<file path="src/design/button_debounce_longpress_macros.svh">
// ---------------------------------------------------------------------------
// Assertion macros for the button debouncer
// Shared property shapes, clocked and disabled during reset.
// ---------------------------------------------------------------------------
`ifndef BUTTON_DEBOUNCE_LONGPRESS_MACROS_SVH
`define BUTTON_DEBOUNCE_LONGPRESS_MACROS_SVH

// Same-cycle implication.
`define BDL_ASSERT_IMPLIES(lbl, clk, rst_n, ante, cons, msg) \
	lbl: assert property (@(posedge clk) disable iff (!rst_n) (ante) |-> (cons)) \
		else $error(msg);

// Next-cycle implication.
`define BDL_ASSERT_NEXT(lbl, clk, rst_n, ante, cons, msg) \
	lbl: assert property (@(posedge clk) disable iff (!rst_n) (ante) |=> (cons)) \
		else $error(msg);

`endif

</file>
<file path="src/design/bdl_pkg.sv">
// ---------------------------------------------------------------------------
// Button debouncer package
// Shared types, register indexes and event codes.
// ---------------------------------------------------------------------------
package bdl_pkg;

	localparam int CntW   = 17;
	localparam int RegW   = 16;
	localparam int IndexW = 8;

	localparam logic [CntW-1:0] CntMax = {CntW{1'b1}};

	localparam logic [IndexW-1:0] REG_ACTIVE_HIGH   = 8'd0;
	localparam logic [IndexW-1:0] REG_RATE_LIMIT_MS = 8'd1;
	localparam logic [IndexW-1:0] REG_DEBOUNCE_MS   = 8'd2;
	localparam logic [IndexW-1:0] REG_LONGPRESS_MS  = 8'd3;

	typedef enum logic [1:0] {
		EV_NONE       = 2'd0,
		EV_ACTIVATE   = 2'd1,
		EV_DEACTIVATE = 2'd2,
		EV_LONG_PRESS = 2'd3
	} event_t;

	typedef struct packed {
		logic            active_high;
		logic [RegW-1:0] rate_limit_ms;
		logic [RegW-1:0] debounce_ms;
		logic [RegW-1:0] longpress_ms;
	} cfg_t;

	typedef struct packed {
		logic   is_pressed;
		logic   is_long_press;
		event_t event_code;
	} result_t;

endpackage

</file>
<file path="src/design/button_debounce_longpress.sv">
// ---------------------------------------------------------------------------
// Debounced push-button with long-press detection
// Top level: input register, tick logic, result register and config port.
// ---------------------------------------------------------------------------
// Each input beat is one millisecond tick carrying the raw pin level, and
// each one yields exactly one result beat with the debounced state, the
// long-press flag and an event code. The block takes one beat per clock
// cycle for as long as the output side keeps up. A beat is taken into the
// input register at the edge that accepts it and moves on into the result
// register once that register is free; its result is offered from there.
// The rate is set by the tick logic, which updates its flags and
// saturating counters once per beat, so one tick can follow another
// directly. The output register parts the two sides, so a new beat is
// still taken while a finished result waits, as long as the input
// register has room. Configuration should only be written while no beat
// is in flight; writes to an unknown register index are ignored.
`include "button_debounce_longpress_macros.svh"

module button_debounce_longpress (
	input  logic                       clk,
	input  logic                       arst_n,
	input  logic                       cfg_we,
	input  logic [bdl_pkg::IndexW-1:0] cfg_index,
	input  logic [bdl_pkg::RegW-1:0]   cfg_wdata,
	input  logic                       in_valid,
	output logic                       in_stall,
	input  logic                       pin_level,
	output logic                       out_valid,
	input  logic                       out_stall,
	output logic                       is_pressed,
	output logic                       is_long_press,
	output logic [1:0]                 event_code
);
	import bdl_pkg::*;

	cfg_t    cfg;
	result_t tick_result;
	result_t result_q;

	logic valid_s1, level_s1;
	logic out_valid_q;
	logic out_free, tick_fire, in_take;

	// The result register can load when it is empty or being drained this
	// cycle; the held tick then moves on and updates the state.
	assign out_free  = !out_valid_q || !out_stall;
	assign tick_fire = valid_s1 && out_free;
	assign in_stall  = valid_s1 && !out_free;
	assign in_take   = in_valid && !in_stall;

	bdl_cfg_regs u_cfg (
		.clk       (clk),
		.arst_n    (arst_n),
		.cfg_we    (cfg_we),
		.cfg_index (cfg_index),
		.cfg_wdata (cfg_wdata),
		.cfg       (cfg)
	);

	// Input register: holds one tick until the tick logic can take it.
	always_ff @(posedge clk or negedge arst_n) begin
		if (!arst_n) begin
			valid_s1 <= 1'b0;
		end else if (in_take) begin
			valid_s1 <= 1'b1;
		end else if (tick_fire) begin
			valid_s1 <= 1'b0;
		end
	end

	always_ff @(posedge clk) begin
		if (in_take) begin
			level_s1 <= pin_level;
		end
	end

	bdl_tick_logic u_tick (
		.clk     (clk),
		.arst_n  (arst_n),
		.cfg     (cfg),
		.tick_en (tick_fire),
		.level   (level_s1),
		.result  (tick_result)
	);

	// Result register: the beat waits here while the output side stalls.
	always_ff @(posedge clk or negedge arst_n) begin
		if (!arst_n) begin
			out_valid_q <= 1'b0;
		end else if (out_free) begin
			out_valid_q <= tick_fire;
		end
	end

	always_ff @(posedge clk) begin
		if (tick_fire) begin
			result_q <= tick_result;
		end
	end

	assign out_valid     = out_valid_q;
	assign is_pressed    = result_q.is_pressed;
	assign is_long_press = result_q.is_long_press;
	assign event_code    = result_q.event_code;

	// An activation leaves the button pressed without a long press yet.
	`BDL_ASSERT_IMPLIES(a_activate_state, clk, arst_n,
		out_valid && (event_code == EV_ACTIVATE), is_pressed && !is_long_press,
		"activation beat does not show a fresh press")
	// A deactivation clears both flags.
	`BDL_ASSERT_IMPLIES(a_deactivate_state, clk, arst_n,
		out_valid && (event_code == EV_DEACTIVATE), !is_pressed && !is_long_press,
		"deactivation beat leaves a flag set")
	// The long-press flag is only ever set on a pressed button.
	`BDL_ASSERT_IMPLIES(a_long_needs_press, clk, arst_n,
		out_valid && is_long_press, is_pressed,
		"long press reported without a press")
	// An accepted tick is held in the input register on the next cycle.
	`BDL_ASSERT_NEXT(a_take_holds, clk, arst_n,
		in_take, valid_s1,
		"accepted tick lost from the input register")

endmodule

</file>
<file path="src/design/bdl_cfg_regs.sv">
// ---------------------------------------------------------------------------
// Button debouncer configuration registers
// Plain write port; writes to unknown indexes are dropped.
// ---------------------------------------------------------------------------
module bdl_cfg_regs (
	input  logic                       clk,
	input  logic                       arst_n,
	input  logic                       cfg_we,
	input  logic [bdl_pkg::IndexW-1:0] cfg_index,
	input  logic [bdl_pkg::RegW-1:0]   cfg_wdata,
	output bdl_pkg::cfg_t              cfg
);
	import bdl_pkg::*;

	cfg_t cfg_q;

	always_ff @(posedge clk or negedge arst_n) begin
		if (!arst_n) begin
			cfg_q.active_high   <= 1'b1;
			cfg_q.rate_limit_ms <= '0;
			cfg_q.debounce_ms   <= '0;
			cfg_q.longpress_ms  <= '0;
		end else if (cfg_we) begin
			case (cfg_index)
				REG_ACTIVE_HIGH:   cfg_q.active_high   <= cfg_wdata[0];
				REG_RATE_LIMIT_MS: cfg_q.rate_limit_ms <= cfg_wdata;
				REG_DEBOUNCE_MS:   cfg_q.debounce_ms   <= cfg_wdata;
				REG_LONGPRESS_MS:  cfg_q.longpress_ms  <= cfg_wdata;
				default: ;
			endcase
		end
	end

	assign cfg = cfg_q;

endmodule

</file>
<file path="src/design/bdl_tick_logic.sv">
// ---------------------------------------------------------------------------
// Button debouncer tick logic
// Holds the debounce state and works out one tick per enabled cycle.
// ---------------------------------------------------------------------------
module bdl_tick_logic (
	input  logic             clk,
	input  logic             arst_n,
	input  bdl_pkg::cfg_t    cfg,
	input  logic             tick_en,
	input  logic             level,
	output bdl_pkg::result_t result
);
	import bdl_pkg::*;

	logic            pressed_q, long_q;
	logic [CntW-1:0] since_change_q, since_sample_q;

	logic            pressed_d, long_d;
	logic [CntW-1:0] since_change_d, since_sample_d;
	logic [CntW-1:0] change_inc, sample_inc;
	logic            take_sample, settled, active;
	event_t          ev;

	always_comb begin
		change_inc = (since_change_q == CntMax) ? CntMax : since_change_q + 1'b1;
		sample_inc = (since_sample_q == CntMax) ? CntMax : since_sample_q + 1'b1;
		take_sample = sample_inc > {1'b0, cfg.rate_limit_ms};
		settled     = change_inc > {1'b0, cfg.debounce_ms};
		active      = (level == cfg.active_high);

		pressed_d      = pressed_q;
		long_d         = long_q;
		since_change_d = change_inc;
		since_sample_d = sample_inc;
		ev             = EV_NONE;

		if (take_sample) begin
			since_sample_d = '0;
			if (settled && !pressed_q && active) begin
				pressed_d      = 1'b1;
				since_change_d = '0;
				ev             = EV_ACTIVATE;
			end else if (settled && pressed_q && !active) begin
				pressed_d      = 1'b0;
				long_d         = 1'b0;
				since_change_d = '0;
				ev             = EV_DEACTIVATE;
			end else if (pressed_q && !long_q &&
			             (change_inc > {1'b0, cfg.longpress_ms})) begin
				long_d = 1'b1;
				ev     = EV_LONG_PRESS;
			end
		end
	end

	always_ff @(posedge clk or negedge arst_n) begin
		if (!arst_n) begin
			pressed_q      <= 1'b0;
			long_q         <= 1'b0;
			since_change_q <= '0;
			since_sample_q <= '0;
		end else if (tick_en) begin
			pressed_q      <= pressed_d;
			long_q         <= long_d;
			since_change_q <= since_change_d;
			since_sample_q <= since_sample_d;
		end
	end

	assign result.is_pressed    = pressed_d;
	assign result.is_long_press = long_d;
	assign result.event_code    = ev;

endmodule
</file>
<file path="config.mk">
export PLATFORM = sky130hd
export DESIGN_NAME = button_debounce_longpress
export DESIGN_NICKNAME = d
export VERILOG_FILES = /design/src/design/bdl_pkg.sv /design/src/design/button_debounce_longpress.sv /design/src/design/bdl_cfg_regs.sv /design/src/design/bdl_tick_logic.sv
export VERILOG_INCLUDE_DIRS = /design/src /design/src/design
export SDC_FILE = /design/constraint.sdc
export NUM_CORES = 1
export LEC_CHECK = 0
export BUFFER_PORTS_ARGS = -buffer_cell sky130_fd_sc_hd__buf_2
export CORE_MARGIN = 2
export CORE_UTILIZATION = 45
export DETAILED_ROUTE_END_ITERATION = 8
export GPL_TIMING_DRIVEN = 1
export SLEW_MARGIN = 0
export SYNTH_ARGS = -nofsm -noshare
export SYNTH_HDL_FRONTEND = slang
export SYNTH_SLANG_ARGS = --single-unit
</file>
<file path="constraint.sdc">
create_clock -name clk -period 4.5 [get_ports clk]
set_input_delay 0.9 -clock clk [delete_from_list [all_inputs] [get_ports clk]]
set_output_delay 0.9 -clock clk [all_outputs]
set_load 0.01 [all_outputs]
</file>
==> insert_results.sql <==
INSERT INTO impl_metrics (metric_group, metric, value, unit) VALUES
('detailed_routing', 'route.detailed.vias_per_inst', '5.60', ''),
('pwr', 'cell_internal_pwr', '1.67', 'mW'),
('sta', 'period_minus_slack', '4.15', 'ns'),
('logic_synthesis', 'synth_area_leader_cell', 'dfrtp_1', ''),
('critical_path', 'reg2reg_from', 'u_tick.since_sample_q[0]', ''),
('sta', 'rsz_0062_raised_after_global_routing', 'false', ''),
('clock_network', 'post-cts-setup-buffer-count', '0', ''),
('floorplanning', 'core_region_area', '0.0127', 'mm²'),
('grt', 'maximum_number_of_pins_on_one_net_before_global_route_repair', '56', ''),
('floorplanning', 'ioPinCount', '36', ''),
('logic_synthesis', 'synth_cells', '602', ''),
('run', 'cap_violations', '0', ''),
('floorplanning', 'die_x', '118', 'µm'),
('logic_synthesis', 'syn_nets', '682', ''),
('logic_synthesis', 'number_of_enable_type_register_cells_in_the_synthesized_netlist', '5', ''),
('critical_path', 'cp_data_required_time', '4.78', 'ns'),
('layout', 'final_core_util', '51.0', '%'),
('detailed_routing', 'drtPass1Iterations', '5', ''),
('logic_synthesis', 'synth.avg_cell_area', '9.72', 'µm²'),
('detailed_routing', 'drt_iter0_drc', '324', ''),
('layout', 'share_of_final_layout_standard_cells_stronger_than_drive_strength_1', '20.3', '%'),
('layout', 'final_area', '0.00646', 'mm²'),
('run_status', 'outcome', 'complete, no violations', ''),
('detailed_routing', 'routed-via-count', '4520', ''),
('sta', 'finalSetupTns', '0', 'ns'),
('place', 'place_ws', '0.339', 'ns'),
('floorplanning', 'start_util', '46.2', '%'),
('clock_network', 'clock_latency', '0.36', 'ns'),
('sta', 'relSlewSlack', '31.5', '%'),
('clock_network', 'worst_setup_hold_path_clk_slew', '0.07', 'ns'),
('clock_network', 'clock_sink_count', '92', ''),
('logic_synthesis', 'synth_cell_types', '58', ''),
('detailed_routing', 'route.detailed.drc', '0', ''),
('clock_network', 'ctsLongestPathBuffers', '2', ''),
('min_path', 'hold_path_class', 'register to register', ''),
('logic_synthesis', 'share_of_flip_flops_with_an_asynchronous_set_or_reset', '94.6', '%'),
('sta', 'final_hold_violations', '0', ''),
('sta', 'worst_slew_pin_slew', '1.02', 'ns'),
('detailed_routing', 'wl_per_cell', '17.0', 'µm'),
('min_path', 'whs_endpoint', 'out_valid', ''),
('logic_synthesis', 'ys_warn_count', '0', ''),
('critical_path', 'path_class', 'register to register', ''),
('pwr', 'p_leak', '3.01', 'nW'),
('grt', 'via_count_of_the_first_global_routing_pass', '4434', ''),
('pwr', 'powerDensity', '414', 'mW/mm²'),
('place', 'dp_hpwl', '10.1', 'mm'),
('place', 'placement.io_buffers', '35', ''),
('critical_path', 'critical_path_peak_fanout', '29', ''),
('floorplanning', 'die_area', '0.0139', 'mm²'),
('logic_synthesis', 'synth_top_flop_cell', 'dfrtp_1', ''),
('critical_path', 'worstReg2RegEnd', 'u_tick.since_sample_q[5]', ''),
('layout', 'area_growth_syn_to_layout', '10.4', '%'),
('pwr', 'ir_worst_vdd', '218', 'µV'),
('logic_synthesis', 'synthTopCellsByArea', 'dfrtp_1 37%, ha_1 11%, mux2_2 9.4%, nand2_1 3.7%, inv_1 3.5%', ''),
('logic_synthesis', 'seq_area_frac_synth', '39.8', '%'),
('pwr', 'p_clk_share', '28.9', '%'),
('sta', 'achievable-frequency', '241', 'MHz'),
('clock_network', 'clock-root-buffer', 'clkbuf_16', ''),
('place', 'cell_area_after_placement', '0.00614', 'mm²'),
('logic_synthesis', 'synth-seq-cells', '92', ''),
('place', 'finalWeightedCongestion', '0.901', ''),
('critical_path', 'ff2ff_path_depth', '16', ''),
('grt', 'grt.total_usage', '20.5', '%'),
('min_path', 'worst_hold_path.num_cells', '1', ''),
('sta', 'finClkSkew', '0.0105', 'ns'),
('detailed_routing', 'finalWirelength', '13.7', 'mm'),
('sta', 'timing.final.max_slew_violations', '0', ''),
('sta', 'final_min_period_over_clock_period', '92.3', '%'),
('critical_path', 'cp_data_arrival_time', '4.43', 'ns'),
('pwr', 'seqPwrFrac', '36.6', '%'),
('clock_network', 'cts_htree_levels', '3', '');
==> Yosys cell counts (2+ instances only) <==
cell / n
nand4_1: 21
nor3b_1: 2
nand2b_1: 5
edfxtp_1: 5
or3_1: 4
nand3b_2: 2
ha_1: 50
a31oi_1: 4
o211ai_1: 3
o21ai_0: 25
a21oi_1: 34
xnor2_1: 14
nor3_1: 4
o21ai_2: 4
inv_1: 54
a211oi_1: 9
nor4_1: 3
nor2b_1: 2
and4_1: 4
a22o_1: 2
buf_6: 5
o31ai_1: 14
o21ai_1: 8
clkbuf_1: 8
nand3_1: 23
dfrtp_1: 86
xor2_1: 13
nor2_1: 29
and2_1: 9
a21oi_2: 3
nor3_2: 2
mux2_2: 49
nand2_1: 57
a21o_1: 6
and3_1: 4
or2_2: 2
buf_2: 12
==> per-stage QoR <==
| stage | power [mW] | hold slack (ns) | std cells |
|---|---|---|---|
| 5_1_grt | 2.83 | 0.518 | 807 |
| 4_1_cts | 2.66 | 0.502 | 806 |
| 2_1_floorplan | 1.68 | 0.457 | 602 |
| 6_report | 2.67 | 0.496 | 807 |
| 3_5_place_dp | 1.89 | 0.483 | 790 |
| 3_3_place_gp | 1.85 | 0.478 | 790 |
==> sequential cells by signal, summed over array words and instances, names as in the netlist <==
register,cells
u_cfg.cfg,49
u_tick.since_change_q,17
u_tick.since_sample_q,17
event_code,2
is_long_press,1
is_pressed,1
level_s1,1
out_valid,1
u_tick.long_q,1
u_tick.pressed_q,1
valid_s1,1
==> timing repair <==
| item | CTS | global route |
|---|---|---|
| endpoints found under the hold margin | 0 | 0 |
| hold buffers | 0 | 0 |
| setup endpoints to repair | 0 | 18 |
| gates resized for setup | 0 | 0 |
==> worst max-delay path, cell delays in order, from the launching register on <==
cell and delay [ns]:
dfrtp_1 0.41, ha_1 0.28, nand4_1 0.18, nor2_1 0.33, and3_1 0.35, nand4_1 0.12
buf_4 0.24, nand2_1 0.10, ha_1 0.25, a21oi_1 0.15, a21boi_0 0.11, o31ai_1 0.28
nand4_1 0.29, a21oi_4 0.39, buf_4 0.31, a21oi_1 0.10, a21oi_1 0.15
==> cells in the final DEF, fill, tap and decap left out, types with 2 or more instances in the layout <==
cell and n:
nor3b_1 2, nand2b_1 5, buf_4 8, a211oi_1 9
inv_8 2, or2_2 2, o21ai_2 4, o31ai_1 14
ha_1 50, a31oi_1 4, nor2b_1 2, xnor2_1 14
a21oi_1 34, buf_2 34, nor3_1 4, and4_1 4
o211ai_1 3, a21oi_2 4, mux2_2 49, nand3b_2 2
clkbuf_16 9, inv_1 54, nand2_1 57, nand3_1 23
o21ai_0 25, nor4_1 3, or3_1 4, and2_1 9
xor2_1 13, nor3_2 2, a22o_1 2, edfxtp_1 5
and3_1 4, dfrtp_1 86, a21o_1 6, nand4_1 21
nor2_1 29, o21ai_1 8
==> metal layers <==
metal | part of all wire, % | GRT usage, % | up-vias
li1 | - | - | 2199
met1 | 48 | 29.0 | 2177
met2 | 44 | 30.7 | 124
met3 | 6.0 | 4.94 | 20
met4 | 2.1 | 7.30 | 0
met5 | 0 | 0 | -
==> power by group through the flow <==
| stage | sequential (mW) | combinational, mW | clock (mW) |
|---|---|---|---|
| detailed placement | 0.992 | 0.893 | 0 |
| CTS | 0.976 | 0.895 | 0.788 |
| global route | 0.987 | 1.03 | 0.816 |
| global placement | 0.985 | 0.867 | 0 |
| finish | 0.977 | 0.922 | 0.773 |
| floorplan | 0.978 | 0.704 | 0 |
==> cell type report <==
type                    instances  area, µm²
clock inverters                 6       63.8
fillers                      1188       6210
multi-input cells             431       3180
clock buffers                  10        239
repair buffers                 42        230
inverters                      54        203
well taps                     172        215
flip-flops and latches         92       2330
==> how the worst max path moves through the flow <==
stage                                     end  slack (ns)  depth (start not counted)                     start
floorplan                       is_long_press        0.86                         18  u_tick.since_sample_q[0]
global placement    u_tick.since_sample_q[13]        0.48                         16  u_tick.since_sample_q[0]
detailed placement  u_tick.since_sample_q[13]        0.34                         16  u_tick.since_sample_q[0]
CTS                  u_tick.since_sample_q[5]        0.31                         16  u_tick.since_sample_q[0]
global route         u_tick.since_sample_q[4]       0.006                         16  u_tick.since_sample_q[0]
finish               u_tick.since_sample_q[5]        0.35                         16  u_tick.since_sample_q[0]
==> logic make-up (layout without fill, tap and decap cells) <==
logic type	count (synthesis)	after routing	share of synthesized area (%)
DFF	92	92	39.8
adders and majority gates	50	50	10.7
and+or+nand+nor	179	179	15.9
buffers and inverters	80	112	6.05
AOI/OAI and AO/OA	124	125	13.8
xor gates and xnor gates	27	27	4.04
muxes	50	50	9.69
Note: power is estimated with default switching activity, not from simulation.
